File: src/hw/rtl/keypad_code_lock_assert.svh
// Assertion macros for the keypad code lock RTL; kcl_core includes them.
`ifndef KEYPAD_CODE_LOCK_ASSERT_SVH
`define KEYPAD_CODE_LOCK_ASSERT_SVH

// Same-cycle implication, checked on clk and disabled during rst.
`define KCL_ASSERT_NOW(label, ante, cons, msg) \
  label: assert property (@(posedge clk) disable iff (rst) (ante) |-> (cons)) else $error(msg);

// Next-cycle implication, checked on clk and disabled during rst.
`define KCL_ASSERT_NEXT(label, ante, cons, msg) \
  label: assert property (@(posedge clk) disable iff (rst) (ante) |=> (cons)) else $error(msg);

`endif

File: src/hw/rtl/kcl_pkg.sv
// Shared constants, codes and types of the keypad code lock.
package kcl_pkg;

  localparam int CODE_LEN = 4;
  localparam int PACK_W   = 4 * CODE_LEN;
  localparam int CMP_W    = (PACK_W > 16) ? PACK_W : 16;
  localparam int CNT_W    = $clog2(CODE_LEN + 1);
  localparam int IDX_W    = (CODE_LEN > 1) ? $clog2(CODE_LEN) : 1;
  localparam int ADDR_W   = 5;

  localparam logic [3:0] KEY_STAR = 4'd14;
  localparam logic [3:0] KEY_HASH = 4'd15;

  localparam logic [2:0] EV_NONE     = 3'd0;
  localparam logic [2:0] EV_STORED   = 3'd1;
  localparam logic [2:0] EV_CLEARED  = 3'd2;
  localparam logic [2:0] EV_GRANTED  = 3'd3;
  localparam logic [2:0] EV_ADMIN    = 3'd4;
  localparam logic [2:0] EV_INVALID  = 3'd5;
  localparam logic [2:0] EV_RELOCKED = 3'd6;

  localparam logic [2:0] UID_NONE   = 3'd0;
  localparam logic [2:0] UID_USER_A = 3'd1;
  localparam logic [2:0] UID_USER_B = 3'd2;
  localparam logic [2:0] UID_USER_C = 3'd3;
  localparam logic [2:0] UID_ADMIN  = 3'd4;

  localparam logic [2:0] REG_USER_A       = 3'd0;
  localparam logic [2:0] REG_USER_B       = 3'd1;
  localparam logic [2:0] REG_USER_C       = 3'd2;
  localparam logic [2:0] REG_ADMIN        = 3'd3;
  localparam logic [2:0] REG_UNLOCK_TICKS = 3'd4;
  localparam logic [2:0] REG_INVALID_HOLD = 3'd5;
  localparam logic [2:0] REG_ADMIN_HOLD   = 3'd6;

  localparam logic [15:0] RST_USER_A       = 16'h1234;
  localparam logic [15:0] RST_USER_B       = 16'h4321;
  localparam logic [15:0] RST_USER_C       = 16'h5678;
  localparam logic [15:0] RST_ADMIN        = 16'h0000;
  localparam logic [15:0] RST_UNLOCK_TICKS = 16'd5000;
  localparam logic [15:0] RST_INVALID_HOLD = 16'd3000;
  localparam logic [15:0] RST_ADMIN_HOLD   = 16'd5000;

  typedef struct packed {
    logic [15:0] code_user_a;
    logic [15:0] code_user_b;
    logic [15:0] code_user_c;
    logic [15:0] code_admin;
    logic [15:0] unlock_ticks;
    logic [15:0] invalid_hold_ticks;
    logic [15:0] admin_hold_ticks;
  } kcl_cfg_t;

  typedef struct packed {
    logic       lock_open;
    logic [2:0] event_res;
    logic [2:0] user_id;
    logic [2:0] entered_count;
    logic       holding;
  } kcl_res_t;

endpackage

File: src/hw/rtl/kcl_regs.sv
// Configuration register file behind the APB-style port.
module kcl_regs (
  input  logic                      clk,
  input  logic                      rst,
  input  logic                      psel,
  input  logic                      penable,
  input  logic                      pwrite,
  input  logic [kcl_pkg::ADDR_W-1:0] paddr,
  input  logic [31:0]               pwdata,
  output logic [31:0]               prdata,
  output logic                      pready,
  output kcl_pkg::kcl_cfg_t         cfg
);
  import kcl_pkg::*;

  logic       wr_en;
  logic [2:0] reg_idx;

  assign pready  = 1'b1;
  assign wr_en   = psel && penable && pwrite;
  assign reg_idx = paddr[4:2];

  always_ff @(posedge clk) begin
    if (rst) begin
      cfg.code_user_a        <= RST_USER_A;
      cfg.code_user_b        <= RST_USER_B;
      cfg.code_user_c        <= RST_USER_C;
      cfg.code_admin         <= RST_ADMIN;
      cfg.unlock_ticks       <= RST_UNLOCK_TICKS;
      cfg.invalid_hold_ticks <= RST_INVALID_HOLD;
      cfg.admin_hold_ticks   <= RST_ADMIN_HOLD;
    end else if (wr_en) begin
      case (reg_idx)
        REG_USER_A:       cfg.code_user_a        <= pwdata[15:0];
        REG_USER_B:       cfg.code_user_b        <= pwdata[15:0];
        REG_USER_C:       cfg.code_user_c        <= pwdata[15:0];
        REG_ADMIN:        cfg.code_admin         <= pwdata[15:0];
        REG_UNLOCK_TICKS: cfg.unlock_ticks       <= pwdata[15:0];
        REG_INVALID_HOLD: cfg.invalid_hold_ticks <= pwdata[15:0];
        REG_ADMIN_HOLD:   cfg.admin_hold_ticks   <= pwdata[15:0];
        default: ;
      endcase
    end
  end

  always_comb begin
    case (reg_idx)
      REG_USER_A:       prdata = {16'd0, cfg.code_user_a};
      REG_USER_B:       prdata = {16'd0, cfg.code_user_b};
      REG_USER_C:       prdata = {16'd0, cfg.code_user_c};
      REG_ADMIN:        prdata = {16'd0, cfg.code_admin};
      REG_UNLOCK_TICKS: prdata = {16'd0, cfg.unlock_ticks};
      REG_INVALID_HOLD: prdata = {16'd0, cfg.invalid_hold_ticks};
      REG_ADMIN_HOLD:   prdata = {16'd0, cfg.admin_hold_ticks};
      default:          prdata = 32'd0;
    endcase
  end

endmodule

File: src/hw/rtl/kcl_core.sv
// Lock state, entry buffer, timers and the per-beat update logic.
`include "keypad_code_lock_assert.svh"

module kcl_core (
  input  logic              clk,
  input  logic              rst,
  input  logic              step,
  input  logic              action,
  input  logic [3:0]        key_code,
  input  kcl_pkg::kcl_cfg_t cfg,
  output kcl_pkg::kcl_res_t res
);
  import kcl_pkg::*;

  logic [3:0]       entry_keys [CODE_LEN];
  logic [CNT_W-1:0] entry_count;
  logic             lock_state;
  logic [15:0]      open_timer;
  logic [15:0]      hold_timer;

  logic [CNT_W-1:0] entry_count_next;
  logic             lock_state_next;
  logic [15:0]      open_timer_next;
  logic [15:0]      hold_timer_next;
  logic             key_we;

  logic [PACK_W-1:0] packed_entry;
  logic [CMP_W-1:0]  entry_ext;
  logic [CNT_W-1:0]  count_inc;
  logic              is_star;
  logic [2:0]        ev;
  logic [2:0]        uid;

  // The key of this beat takes its slot directly, so a full entry compares in one pass.
  always_comb begin
    for (int i = 0; i < CODE_LEN; i++) begin
      packed_entry[PACK_W-1-4*i -: 4] =
        (CNT_W'(i) == entry_count) ? key_code : entry_keys[i];
    end
  end

  assign entry_ext = CMP_W'(packed_entry);
  assign count_inc = entry_count + CNT_W'(1);
  assign is_star   = (key_code == KEY_STAR);

  always_comb begin
    entry_count_next = entry_count;
    lock_state_next  = lock_state;
    open_timer_next  = open_timer;
    hold_timer_next  = hold_timer;
    key_we           = 1'b0;
    ev               = EV_NONE;
    uid              = UID_NONE;
    if (!action) begin
      if (hold_timer != 16'd0) begin
        hold_timer_next = hold_timer - 16'd1;
      end
      if (lock_state) begin
        if (open_timer <= 16'd1) begin
          open_timer_next  = 16'd0;
          lock_state_next  = 1'b0;
          entry_count_next = '0;
          ev               = EV_RELOCKED;
        end else begin
          open_timer_next = open_timer - 16'd1;
        end
      end
    end else if (hold_timer != 16'd0) begin
      ev = EV_NONE;
    end else if (key_code == KEY_HASH) begin
      entry_count_next = '0;
      ev               = EV_CLEARED;
    end else begin
      key_we           = 1'b1;
      entry_count_next = count_inc;
      ev               = EV_STORED;
      if (count_inc >= CNT_W'(CODE_LEN) || is_star) begin
        if (!is_star && entry_ext == CMP_W'(cfg.code_user_a)) begin
          uid = UID_USER_A;
        end else if (!is_star && entry_ext == CMP_W'(cfg.code_user_b)) begin
          uid = UID_USER_B;
        end else if (!is_star && entry_ext == CMP_W'(cfg.code_user_c)) begin
          uid = UID_USER_C;
        end else if (!is_star && entry_ext == CMP_W'(cfg.code_admin)) begin
          uid = UID_ADMIN;
        end
        if (uid == UID_USER_A || uid == UID_USER_B || uid == UID_USER_C) begin
          lock_state_next = 1'b1;
          open_timer_next = cfg.unlock_ticks;
          ev              = EV_GRANTED;
        end else if (uid == UID_ADMIN) begin
          hold_timer_next = cfg.admin_hold_ticks;
          ev              = EV_ADMIN;
        end else begin
          hold_timer_next = cfg.invalid_hold_ticks;
          ev              = EV_INVALID;
        end
        entry_count_next = '0;
      end
    end
  end

  always_ff @(posedge clk) begin
    if (rst) begin
      entry_count <= '0;
      lock_state  <= 1'b0;
      open_timer  <= 16'd0;
      hold_timer  <= 16'd0;
    end else if (step) begin
      entry_count <= entry_count_next;
      lock_state  <= lock_state_next;
      open_timer  <= open_timer_next;
      hold_timer  <= hold_timer_next;
    end
  end

  // Stale slots are always overwritten before a full entry is compared.
  always_ff @(posedge clk) begin
    if (step && key_we) begin
      entry_keys[entry_count[IDX_W-1:0]] <= key_code;
    end
  end

  assign res.lock_open     = lock_state_next;
  assign res.event_res     = ev;
  assign res.user_id       = uid;
  assign res.entered_count = 3'(entry_count_next);
  assign res.holding       = (hold_timer_next != 16'd0);

  `KCL_ASSERT_NEXT(a_relock_clears, step && !action && lock_state && open_timer <= 16'd1, !lock_state && entry_count == '0, "lock did not close and clear on its last tick")
  `KCL_ASSERT_NEXT(a_hold_ignores_keys, step && action && hold_timer != 16'd0, $stable(entry_count) && $stable(lock_state) && $stable(open_timer), "key changed state during hold")
  `KCL_ASSERT_NOW(a_count_below_len, 1'b1, entry_count < CNT_W'(CODE_LEN), "entry buffer left full between beats")
  `KCL_ASSERT_NOW(a_uid_only_on_check, step && uid != UID_NONE, ev == EV_GRANTED || ev == EV_ADMIN, "user id reported without a match event")

endmodule

File: src/hw/rtl/keypad_code_lock.sv
// Top level of the keypad code lock: input and result registers around the update logic.
//
//   Channel   Direction  Handshake               Payload
//   in        sink       in_valid / in_stall     action, key_code
//   out       source     out_valid / out_stall   lock_open, event_res, user_id,
//                                                entered_count, holding
//   config    APB slave  psel/penable/pready     paddr, pwdata, prdata
//
// One beat per cycle while out_stall is low; an accepted beat goes through the input
// register, then the combinational state update, into the result register.
// The lock state advances when a beat moves from the input to the result register.
// Reset is synchronous and active high; it restores the default codes and timers.
// A stalled result holds its register; the input register still takes one more beat.
module keypad_code_lock (
  input  logic                       clk,
  input  logic                       rst,
  input  logic                       in_valid,
  output logic                       in_stall,
  input  logic                       action,
  input  logic [3:0]                 key_code,
  output logic                       out_valid,
  input  logic                       out_stall,
  output logic                       lock_open,
  output logic [2:0]                 event_res,
  output logic [2:0]                 user_id,
  output logic [2:0]                 entered_count,
  output logic                       holding,
  input  logic                       psel,
  input  logic                       penable,
  input  logic                       pwrite,
  input  logic [kcl_pkg::ADDR_W-1:0] paddr,
  input  logic [31:0]                pwdata,
  output logic [31:0]                prdata,
  output logic                       pready
);
  import kcl_pkg::*;

  kcl_cfg_t   cfg;
  kcl_res_t   core_res;
  kcl_res_t   res_r;

  logic       in_full;
  logic       action_r;
  logic [3:0] key_r;
  logic       in_take;
  logic       move;

  assign move     = in_full && (!out_valid || !out_stall);
  assign in_stall = in_full && !move;
  assign in_take  = in_valid && !in_stall;

  always_ff @(posedge clk) begin
    if (rst) begin
      in_full   <= 1'b0;
      out_valid <= 1'b0;
    end else begin
      in_full   <= in_take || (in_full && !move);
      out_valid <= move || (out_valid && out_stall);
    end
  end

  always_ff @(posedge clk) begin
    if (in_take) begin
      action_r <= action;
      key_r    <= key_code;
    end
    if (move) begin
      res_r <= core_res;
    end
  end

  kcl_regs u_regs (
    .clk     (clk),
    .rst     (rst),
    .psel    (psel),
    .penable (penable),
    .pwrite  (pwrite),
    .paddr   (paddr),
    .pwdata  (pwdata),
    .prdata  (prdata),
    .pready  (pready),
    .cfg     (cfg)
  );

  kcl_core u_core (
    .clk      (clk),
    .rst      (rst),
    .step     (move),
    .action   (action_r),
    .key_code (key_r),
    .cfg      (cfg),
    .res      (core_res)
  );

  assign lock_open     = res_r.lock_open;
  assign event_res     = res_r.event_res;
  assign user_id       = res_r.user_id;
  assign entered_count = res_r.entered_count;
  assign holding       = res_r.holding;

endmodule
File: config.mk
export PLATFORM = sky130hd
export DESIGN_NAME = keypad_code_lock
export DESIGN_NICKNAME = d
export VERILOG_FILES = /design/src/hw/rtl/kcl_pkg.sv /design/src/hw/rtl/kcl_regs.sv /design/src/hw/rtl/kcl_core.sv /design/src/hw/rtl/keypad_code_lock.sv
export VERILOG_INCLUDE_DIRS = /design/src /design/src/hw/rtl
export SDC_FILE = /design/constraint.sdc
export NUM_CORES = 1
export LEC_CHECK = 0
export BUFFER_PORTS_ARGS = -buffer_cell sky130_fd_sc_hd__buf_2
export CAP_MARGIN = 40
export CORE_MARGIN = 1.5
export CORE_UTILIZATION = 45
export CTS_CLUSTER_SIZE = 40
export DETAILED_ROUTE_END_ITERATION = 8
export GPL_ROUTABILITY_DRIVEN = 0
export PLACE_DENSITY = 0.66
export SKIP_CTS_REPAIR_TIMING = 1
export SYNTH_ARGS = -nofsm -noshare
export SYNTH_HDL_FRONTEND = slang
export SYNTH_SLANG_ARGS = --single-unit
File: constraint.sdc
create_clock -name clk -period 7.15 [get_ports clk]
set_clock_uncertainty 0.05 [all_clocks]
set_input_delay 1.0725 -clock clk [delete_from_list [all_inputs] [get_ports clk]]
set_output_delay 1.0725 -clock clk [all_outputs]
set_load 0.02 [all_outputs]
==> flow_summary.toml, run 1 <==
[layout]
fillers = 2095
antenna_cells = 0
drive_gt1_share_pct = 13.15
area_growth_pct = 10.48
nets = 1269

[synthesis]
synth_xor_area_share_pct = 5.784
yosys_warnings = 0
synth_top_family_by_area = "simple AND/OR/NAND/NOR gates"
ys_types = 76
synth_compound_area_share_pct = 13.42
yosysMostFrequentCell = "nand2_1"
synth_seq_area_share_pct = 39.66
synthesis.instances = 1192
synth_area_leaders = "dfxtp_1 30%, nand2_1 9.7%, edfxtp_1 9.6%, mux2i_1 4.9%, a21oi_1 4.8%"
synth_mux_area_share_pct = 11.14
synthAdderAreaFrac_pct = 1.127
syn-cell-area_um2 = 9993
netlist.area_leader.share_pct = 30.05
ys_ff_latch = 182
yosys.area_share.simple_pct = 23.50
synth_edf_count = 32
synth_ff_type = "dfxtp_1"
synth-async-reset-ratio_pct = 0
synth_common_cells = "258 x nand2_1, 150 x dfxtp_1, 96 x a21oi_1"
yosysTopAreaCell = "dfxtp_1"
syn_avg_cell_area_um2 = 8.384

[placement]
numPortBuffers = 59
hpwl_um = 20660

[power]
vdd_drop_max_mv = 0.1655
power_uw = 2422
p_leak_uw = 0.004189
powerDensity_nw_per_um2 = 219.3

[timing]
setup_tns_ns = 0
drv_slew = 0
fmax_mhz = 228.5
setup_viol_count_final = 0
rsz0062_at_grt = "no"
period_share_pct = 61.20
hold_viol = 0
max_slew.worst_pin.slew_ns = 0.8291
slew_headroom_pct = 44.72
min_period_ns = 4.376

[worst_setup_path]
crit_required_ns = 7.28
crit_chain = "inv_1, ha_1, nand2b_1, mux2i_4, xnor2_1, nor4_1, nand4_1, o21ai_2, or2_1, mux2i_1, nor4bb_1, nand4b_1"
crit_fanout = 12
worst-path-buf-inv = 1
slowest_stage = "o21ai_2"
endpoint_kind = "flop"
r2r_end = "holding$_DFFE_PP_"
cp_top_family = "simple AND/OR/NAND/NOR gates"
crit_type = "flop to flop"
cp.depth = 12
crit_path_start_kind = "flop"
rr_worst_depth = 12
r2r_start = "u_core.entry_count[0]$_SDFFE_PP0P_"
critPathMaxStageDelay_ns = 0.59
crit_arrival_ns = 4.50
r2r_setup_slack_ns = 2.77

[global_routing]
grt_max_degree = 53
globalRouteOverflowTotal = 0
track_usage_pct = 25.14
grt_pass1_wl_um = 45550
antenna_found_initial = 1
grt_pass1_vias = 7961

[outcome]
status = "completed"

[detailed_routing]
via_count = 8769
totalWireLength_um = 29350
ant_nets = 0
avgViaCountPerCell = 5.830
post-route-drc-count = 0
detail_route.wl_per_cell_um = 19.51
drt_first_iter_violations = 941
first_pass_iters = 5

[cts]
htree_levels = 4
root_buffer = "clkbuf_16"
numCtsBuffers = 17
clk_latency_ns = 0.44
tritoncts = "yes"
clkSlewWorstSetupHoldPaths_ns = 0.07
cts.sinks = 182
clockBufferDepth = 2

[min_path]
min_path_cells = 2
hold_class = "flop to flop"
min_to = "u_regs.cfg[31]$_SDFFE_PP0P_"
hold_path.startpoint = "u_regs.cfg[31]$_SDFFE_PP0P_"

[floorplanning]
start_util_pct = 45.79
placeableCoreArea_um2 = 21820
rows = 54
ios = 95
die_x_um = 152.0
die-height_um = 152.0
die_area_um2 = 23110

[job]
drv_cap = 0
## sequential cells by signal, summed over array words and instances, names as in the netlist, 4 cells and up
name               flops
u_core.open_timer     16
u_core.entry_keys     16
u_core.hold_timer     16
u_regs.cfg           112
key_r                  4
## routing by layer
metal	GRT usage, %	vias to the layer above	share of wire (%)
met2	38.20	393	45
met3	3.736	33	8.8
met5	0	-	0.034
met4	7.906	2	1.8
met1	36.68	4168	45
li1	-	4173	-
## stage by stage
step / utilization, % / setup slack, ns / hold slack, ns / std cells / area, um2
final: 50.59 / 2.774 / 0.4204 / 1504 / 11040
after global routing: 50.59 / 2.557 / 0.4413 / 1504 / 11040
after CTS: 50.59 / 2.837 / 0.4182 / 1504 / 11040
after detailed placement: 47.66 / 2.837 / 0.4095 / 1472 / 10400
after global placement: 47.42 / 2.666 / 0.4030 / 1468 / 10350
after floorplan: - / 3.329 / 0.3955 / 1207 / 10050
## kinds of logic (layout without fill, tap and decap cells)
kind of cell / Yosys count / count (layout)
simple gates: 523 / 523
compound gates: 210 / 210
flops: 182 / 182
buf+inv: 112 / 129
mux: 88 / 88
xor+xnor: 66 / 66
fa+ha+maj: 9 / 9
other cells: 2 / 17
## where the power goes
| part | total, uW | switching, uW | internal [uW] | leakage, uW |
|---|---|---|---|---|
| combinational | 318 | 202 | 116 | 0.00236 |
| sequential | 1090 | 24.0 | 1060 | 0.00151 |
| clock | 1020 | 421 | 596 | 0.000319 |
| total | 2420 | 647 | 1770 | 0.00419 |
## placed cells by master, fill, tap and decap left out, types with 17 or more instances in the layout
cell type    n
a21oi_1     96
buf_2       59
clkbuf_16   18
conb_1      17
dfxtp_1    150
edfxtp_1    32
inv_1       20
mux2_2      17
mux2i_1     49
nand2_1    258
nand3_1     44
nor2_1      87
nor3_1      37
o21ai_0     22
xnor2_1     40
xor2_1      26
## layout make-up
class	count	area, um2	area share [%]
inverters	21	78.83	0.7140
well taps	280	350.3	3.173
multi-input cells	913	5560	50.36
repair buffers	76	447.9	4.057
flip-flops and latches	182	3964	35.90
clock buffers	20	478.0	4.329
clock inverters	12	161.4	1.462
## worst max-delay path by stage
stage	end	from	slack (ns)
4_1_cts	holding$_DFFE_PP_	u_core.entry_count[0]$_SDFFE_PP0P_	2.84
2_1_floorplan	prdata[0]	paddr[2]	3.33
3_5_place_dp	holding$_DFFE_PP_	u_core.entry_count[0]$_SDFFE_PP0P_	2.84
3_3_place_gp	prdata[5]	paddr[3]	2.67
6_report	holding$_DFFE_PP_	u_core.entry_count[0]$_SDFFE_PP0P_	2.77
5_1_grt	holding$_DFFE_PP_	u_core.entry_count[0]$_SDFFE_PP0P_	2.56
## worst reg2reg max path, cell delays in order, from the launching register on
cell and delay, ns:
dfxtp_1 0.44, inv_1 0.09, ha_1 0.30, nand2b_1 0.41, mux2i_4 0.40, xnor2_1 0.10
nor4_1 0.37, nand4_1 0.36, o21ai_2 0.60, or2_1 0.32, mux2i_1 0.21, nor4bb_1 0.33
nand4b_1 0.13
(Power assumes the default switching activity.)
==> run 2, diff against run 1 <==
--- a/config.mk
+++ b/config.mk
@@ -13,7 +13,7 @@
 export CTS_CLUSTER_SIZE = 40
 export DETAILED_ROUTE_END_ITERATION = 8
 export GPL_ROUTABILITY_DRIVEN = 0
-export PLACE_DENSITY = 0.66
+export PLACE_DENSITY = 0.69
 export SKIP_CTS_REPAIR_TIMING = 1
 export SYNTH_ARGS = -nofsm -noshare
 export SYNTH_HDL_FRONTEND = slang
==> constraint.sdc (replaced) <==
create_clock -name clk -period 3.9 [get_ports clk]
set_clock_uncertainty 0.05 [all_clocks]
set_input_delay 0.585 -clock clk [delete_from_list [all_inputs] [get_ports clk]]
set_output_delay 0.585 -clock clk [all_outputs]
set_load 0.02 [all_outputs]
==> run 2 against run 1 <==
  * Critical path depth increased by 2
  * Non-clock buffer count up 34
  * Utilization is 1.4 points higher
  * Clock power grew 75%
  * Register-to-register slack worse by 2.6 ns
  * Die area stayed put
  * Combinational power up 90%
  * Design area is 2.7% higher
  * Flip-flop and latch count unchanged
==> flow_summary.toml, run 2 (same netlist as run 1, synthesis figures left out) <==
[outcome]
status = "completed"

[cts]
tritoncts = "yes"
numCtsBuffers = 17
clkSlewWorstSetupHoldPaths_ns = 0.07
cts.sinks = 182
root_buffer = "clkbuf_16"
htree_levels = 4
clk_latency_ns = 0.44
clockBufferDepth = 2

[detailed_routing]
post-route-drc-count = 0
detail_route.wl_per_cell_um = 19.44
top_layer_used = "met4"
drt_first_iter_violations = 810
first_pass_iters = 5
avgViaCountPerCell = 5.865
totalWireLength_um = 29900
wl_met2_um = 13370
ant_nets = 0
wl_met3_um = 2358
via_count = 9021
m1WireLength_um = 13210

[timing]
setup_viol_count_final = 0
min_period_ns = 3.724
setup_tns_ns = 0
drv_slew = 0
slew_headroom_pct = 40.02
rsz0062_at_grt = "no"
max_slew.worst_pin.slew_ns = 0.8997
fmax_mhz = 268.5
period_share_pct = 95.50
hold_viol = 0
hold_ws_ns = 0.2733

[floorplanning]
start_util_pct = 45.79
rows = 54
ios = 95
die_area_um2 = 23110
die_x_um = 152.0
die-height_um = 152.0
placeableCoreArea_um2 = 21820

[min_path]
hold_class = "input pin to flop"
min_path_cells = 1

[worst_setup_path]
critPathMaxStageDelay_ns = 0.41
crit_required_ns = 4.01
rr_worst_depth = 14
crit_chain = "ha_1, ha_4, mux2i_1, buf_4, xor2_1, nand3_1, nor4_2, nand4_1, o31ai_4, buf_12, or2_1, mux2i_1, nor4bb_1, nand4b_1"
crit_type = "flop to flop"
worst-path-buf-inv = 2
crit_arrival_ns = 3.84
crit_fanout = 14
cp_top_family = "simple AND/OR/NAND/NOR gates"
endpoint_kind = "flop"
crit_top_cell = "mux2i_1"
slowest_stage = "dfxtp_1"
r2r_setup_slack_ns = 0.18
crit_path_start_kind = "flop"
cp.depth = 14

[global_routing]
antenna_found_initial = 0
grt_max_degree = 61
grt_pass1_vias = 8247
globalRouteOverflowTotal = 0
grt_pass1_wl_um = 46490
track_usage_pct = 25.45

[layout]
nets = 1303
fin_util_pct = 51.96
final_common_cell = "nand2_1"
antenna_cells = 0
drive_gt1_share_pct = 16.22
most-common-layout-cells = "258 x nand2_1, 148 x dfxtp_1, 96 x a21oi_1, 87 x nor2_1, 58 x buf_2"
largest_reg_flops = 112
area_growth_pct = 13.46
top_register = "u_regs.cfg"

[placement]
numPortBuffers = 59
hpwl_um = 21130

[power]
vdd_drop_max_mv = 0.3038
power_uw = 4383
powerDensity_nw_per_um2 = 386.5
p_leak_uw = 0.004337

[job]
drv_cap = 0
-- run 2: cell types whose count changed in the layout (fill, tap and decap cells not counted), sizes merged --
cell	change
inv	-1
buf	+34
bufinv	-1
clkinvlp	+2
-- run 2: stage by stage --
stage | cells | worst slack [ns] | area [um2]
after floorplan | 1207 | 0.5102 | 10050
after global placement | 1500 | 0.01390 | 10620
after detailed placement | 1500 | -0.02574 | 10620
after global routing | 1538 | 0.002542 | 11340
final | 1538 | 0.1756 | 11340
after CTS | 1532 | -0.05471 | 11230
-- run 2: worst reg2reg max path, delay by kind of cell (launching register included) --
family	cells	cell delay (ns)
DFF	1	0.41
and+or+nand+nor	6	1.39
AOI/OAI and AO/OA	1	0.13
muxes	2	0.46
xor gates and xnor gates	1	0.20
adders and majority gates	2	0.45
buffers and inverters	2	0.36
-- run 2: metal layers --
layer	vias up	global-route usage (%)
met5	-	0
met4	0	10.17
met3	63	3.851
met2	429	39.00
met1	4298	35.98
li1	4231	-
-- run 2: final timing paths --
| check | startpoint | end |
|---|---|---|
| worst max register to register | u_core.entry_count[1]$_SDFFE_PP0P_ | holding$_DFFE_PP_ |
| worst min register to register | u_regs.cfg[13]$_SDFFE_PP0P_ | u_regs.cfg[13]$_SDFFE_PP0P_ |
| worst min-delay path | action | action_r$_DFFE_PP_ |
| worst max-delay path | u_core.entry_count[1]$_SDFFE_PP0P_ | holding$_DFFE_PP_ |
-- run 2: cell type report --
type | count | area, um2
Tap cell | 280 | 350.3
Clock inverter | 12 | 141.4
Sequential cell | 182 | 3966
Inverter | 21 | 78.83
Multi-Input combinational cell | 913 | 5617
Clock buffer | 20 | 466.7
Fill cell | 2026 | 10490
Timing Repair Buffer | 110 | 718.2
-- run 2: power by group --
part	total, uW	leakage, uW	switching (uW)	internal (uW)
registers	1990	0.00151	40.3	1950
clock network	1790	0.000294	784	1010
logic	603	0.00253	379	224
total	4380	0.00434	1200	3180
==> run 3, diff against run 2 <==
--- a/config.mk
+++ b/config.mk
@@ -14,6 +14,7 @@
 export DETAILED_ROUTE_END_ITERATION = 8
 export GPL_ROUTABILITY_DRIVEN = 0
 export PLACE_DENSITY = 0.69
+export REMOVE_ABC_BUFFERS = 1
 export SKIP_CTS_REPAIR_TIMING = 1
 export SYNTH_ARGS = -nofsm -noshare
 export SYNTH_HDL_FRONTEND = slang
==> run 3 against run 2 <==
  * Critical path depth did not move
  * Sequential power hardly changed
  * Power decreased by 1.9%
  * Flip-flop and latch count unchanged
  * Sequential share of layout area is essentially flat
  * Die area unchanged
  * Cell count fell by 0.13%
  * First-iteration DRC count grew 5.8%
  * Largest power group unchanged
  * Worst setup slack got worse by 0.0046 ns
  * Combinational power is 1% higher
  * Critical endpoint unchanged
==> flow_summary.toml, run 3 (same netlist as run 1, synthesis figures left out) <==
[timing]
setup_viol_count_final = 0
fmax_mhz = 268.2
drv_slew = 0
period_share_pct = 95.62
slew_headroom_pct = 44.59
hold_viol = 0
setup_slack_ns = 0.1710
rsz0062_at_grt = "no"
max_slew.worst_pin.slew_ns = 0.8311
min_period_ns = 3.729

[cts]
htree_levels = 4
clk_latency_ns = 0.44
root_buffer = "clkbuf_16"
clockBufferDepth = 2
clkSlewWorstSetupHoldPaths_ns = 0.07
tritoncts = "yes"
cts.sinks = 182
numCtsBuffers = 17

[worst_setup_path]
endpoint_kind = "flop"
crit_arrival_ns = 3.85
critPathMaxStageDelay_ns = 0.39
rr_worst_depth = 14
crit_chain = "ha_1, ha_1, buf_12, mux2i_4, xor2_1, o2111ai_1, nor4_2, nand4_1, buf_12, mux2i_1, o31ai_1, a211oi_1, nor4bb_1, nand4b_1"
r2r_setup_slack_ns = 0.17
crit_required_ns = 4.02
slowest_stage = "dfxtp_2"
crit_path_start_kind = "flop"
crit_type = "flop to flop"
r2r_end = "holding$_DFFE_PP_"
crit_fanout = 19
r2r_start = "u_core.entry_count[0]$_SDFFE_PP0P_"

[min_path]
hold_path.startpoint = "key_code[0]"
min_to = "key_r[0]$_DFFE_PP_"
hold_class = "input pin to flop"
min_path_cells = 1

[power]
vdd_drop_max_mv = 0.3096
p_sw_share_pct = 27.97
p_clk_share_pct = 39.5
p_leak_uw = 0.004306
p_int_uw = 3096
comb_power_share_pct = 14.2
powerDensity_nw_per_um2 = 379.5
power_frac_seq_pct = 46.4
p_switching_uw = 1202

[placement]
hpwl_um = 21060
numPortBuffers = 59
dp_slack_ns = 0.03627
place_area_um2 = 10660

[job]
drv_cap = 0

[global_routing]
antenna_found_initial = 0
grt_pass1_wl_um = 45990
grt_max_degree = 115
track_usage_pct = 25.45
globalRouteOverflowTotal = 0
grt_pass1_vias = 8289

[layout]
nets = 1301
ff_latch_area_um2 = 3966
area_growth_pct = 13.33
multi_input_area_um2 = 5642
final_cell_area_um2 = 11330
largest_reg_flops = 112
fillers = 2075
antenna_cells = 0
most-common-layout-cells = "258 x nand2_1, 148 x dfxtp_1, 96 x a21oi_1, 87 x nor2_1, 58 x buf_2"
drive_gt1_share_pct = 16.08
final_common_cell = "nand2_1"
top_register = "u_regs.cfg"

[floorplanning]
die_x_um = 152.0
placeableCoreArea_um2 = 21820
die-height_um = 152.0
die_area_um2 = 23110
ios = 95
rows = 54
start_util_pct = 45.79

[detailed_routing]
first_pass_iters = 5
detail_route.wl_per_cell_um = 19.53
avgViaCountPerCell = 5.784
via_count = 8884
drt_first_iter_violations = 857
ant_nets = 0
post-route-drc-count = 0
totalWireLength_um = 30000

[outcome]
status = "completed"
run 3: changes by cell type in the layout (fill, tap and decap cells not counted), sizes merged:
cell | previous run | this run
bufinv | 2 | 1
clkbuf | 20 | 22
buf | 110 | 108
inv | 25 | 24
run 3: cell type report:
class                   instances  area share, %
clock buffers                  22          4.099
flip-flops and latches        182          35.02
multi-input cells             913          49.81
inverters                      21         0.6960
well taps                     280          3.093
clock inverters                10         0.8506
repair buffers                108          6.429
run 3: worst max path at each step:
stage / start / endpoint / slack [ns]
floorplan: u_core.entry_count[0]$_SDFFE_PP0P_ / holding$_DFFE_PP_ / -0.03
global placement: u_core.entry_count[0]$_SDFFE_PP0P_ / holding$_DFFE_PP_ / 0.14
detailed placement: u_core.entry_count[0]$_SDFFE_PP0P_ / holding$_DFFE_PP_ / 0.04
CTS: u_core.entry_count[0]$_SDFFE_PP0P_ / holding$_DFFE_PP_ / -0.04
global route: u_core.entry_count[0]$_SDFFE_PP0P_ / holding$_DFFE_PP_ / 0.001
finish: u_core.entry_count[0]$_SDFFE_PP0P_ / holding$_DFFE_PP_ / 0.17
run 3: layer usage:
layer	share of wire (%)	GRT usage [%]	vias to the layer above
met2	45	39.58	397
li1	-	-	4217
met5	0	0	-
met1	45	35.52	4213
met4	2.0	7.675	0
met3	8.4	5.305	57
run 3: power by group through the flow:
stage,sequential [uW],combinational [uW],clock (uW)
floorplan,2030,362,0
global placement,2030,580,0
detailed placement,2030,587,0
CTS,1990,592,1700
global route,2000,661,1780
finish,1990,610,1700
run 3: worst max-delay path: cells and delay by family (launching register included):
| kind | cells | cell delay (ns) |
|---|---|---|
| DFF | 1 | 0.39 |
| and+or+nand+nor | 4 | 0.90 |
| adders and majority gates | 2 | 0.37 |
| xor gates and xnor gates | 1 | 0.26 |
| AOI/OAI and AO/OA | 3 | 0.51 |
| muxes | 2 | 0.62 |
| buffers and inverters | 2 | 0.36 |
run 3: per-stage QoR:
step / instances / power [uW] / util [%] / hold WS [ns] / setup TNS, ns
final: 1536 / 4299 / 51.90 / 0.2650 / 0
after global routing: 1536 / 4439 / 51.90 / 0.2542 / 0
after CTS: 1533 / 4287 / 51.40 / 0.2554 / -0.03702
after detailed placement: 1501 / 2621 / 48.83 / 0.4172 / 0
after global placement: 1500 / 2613 / 48.74 / 0.4065 / 0
after floorplan: 1116 / 2394 / - / 0.3895 / -0.02759
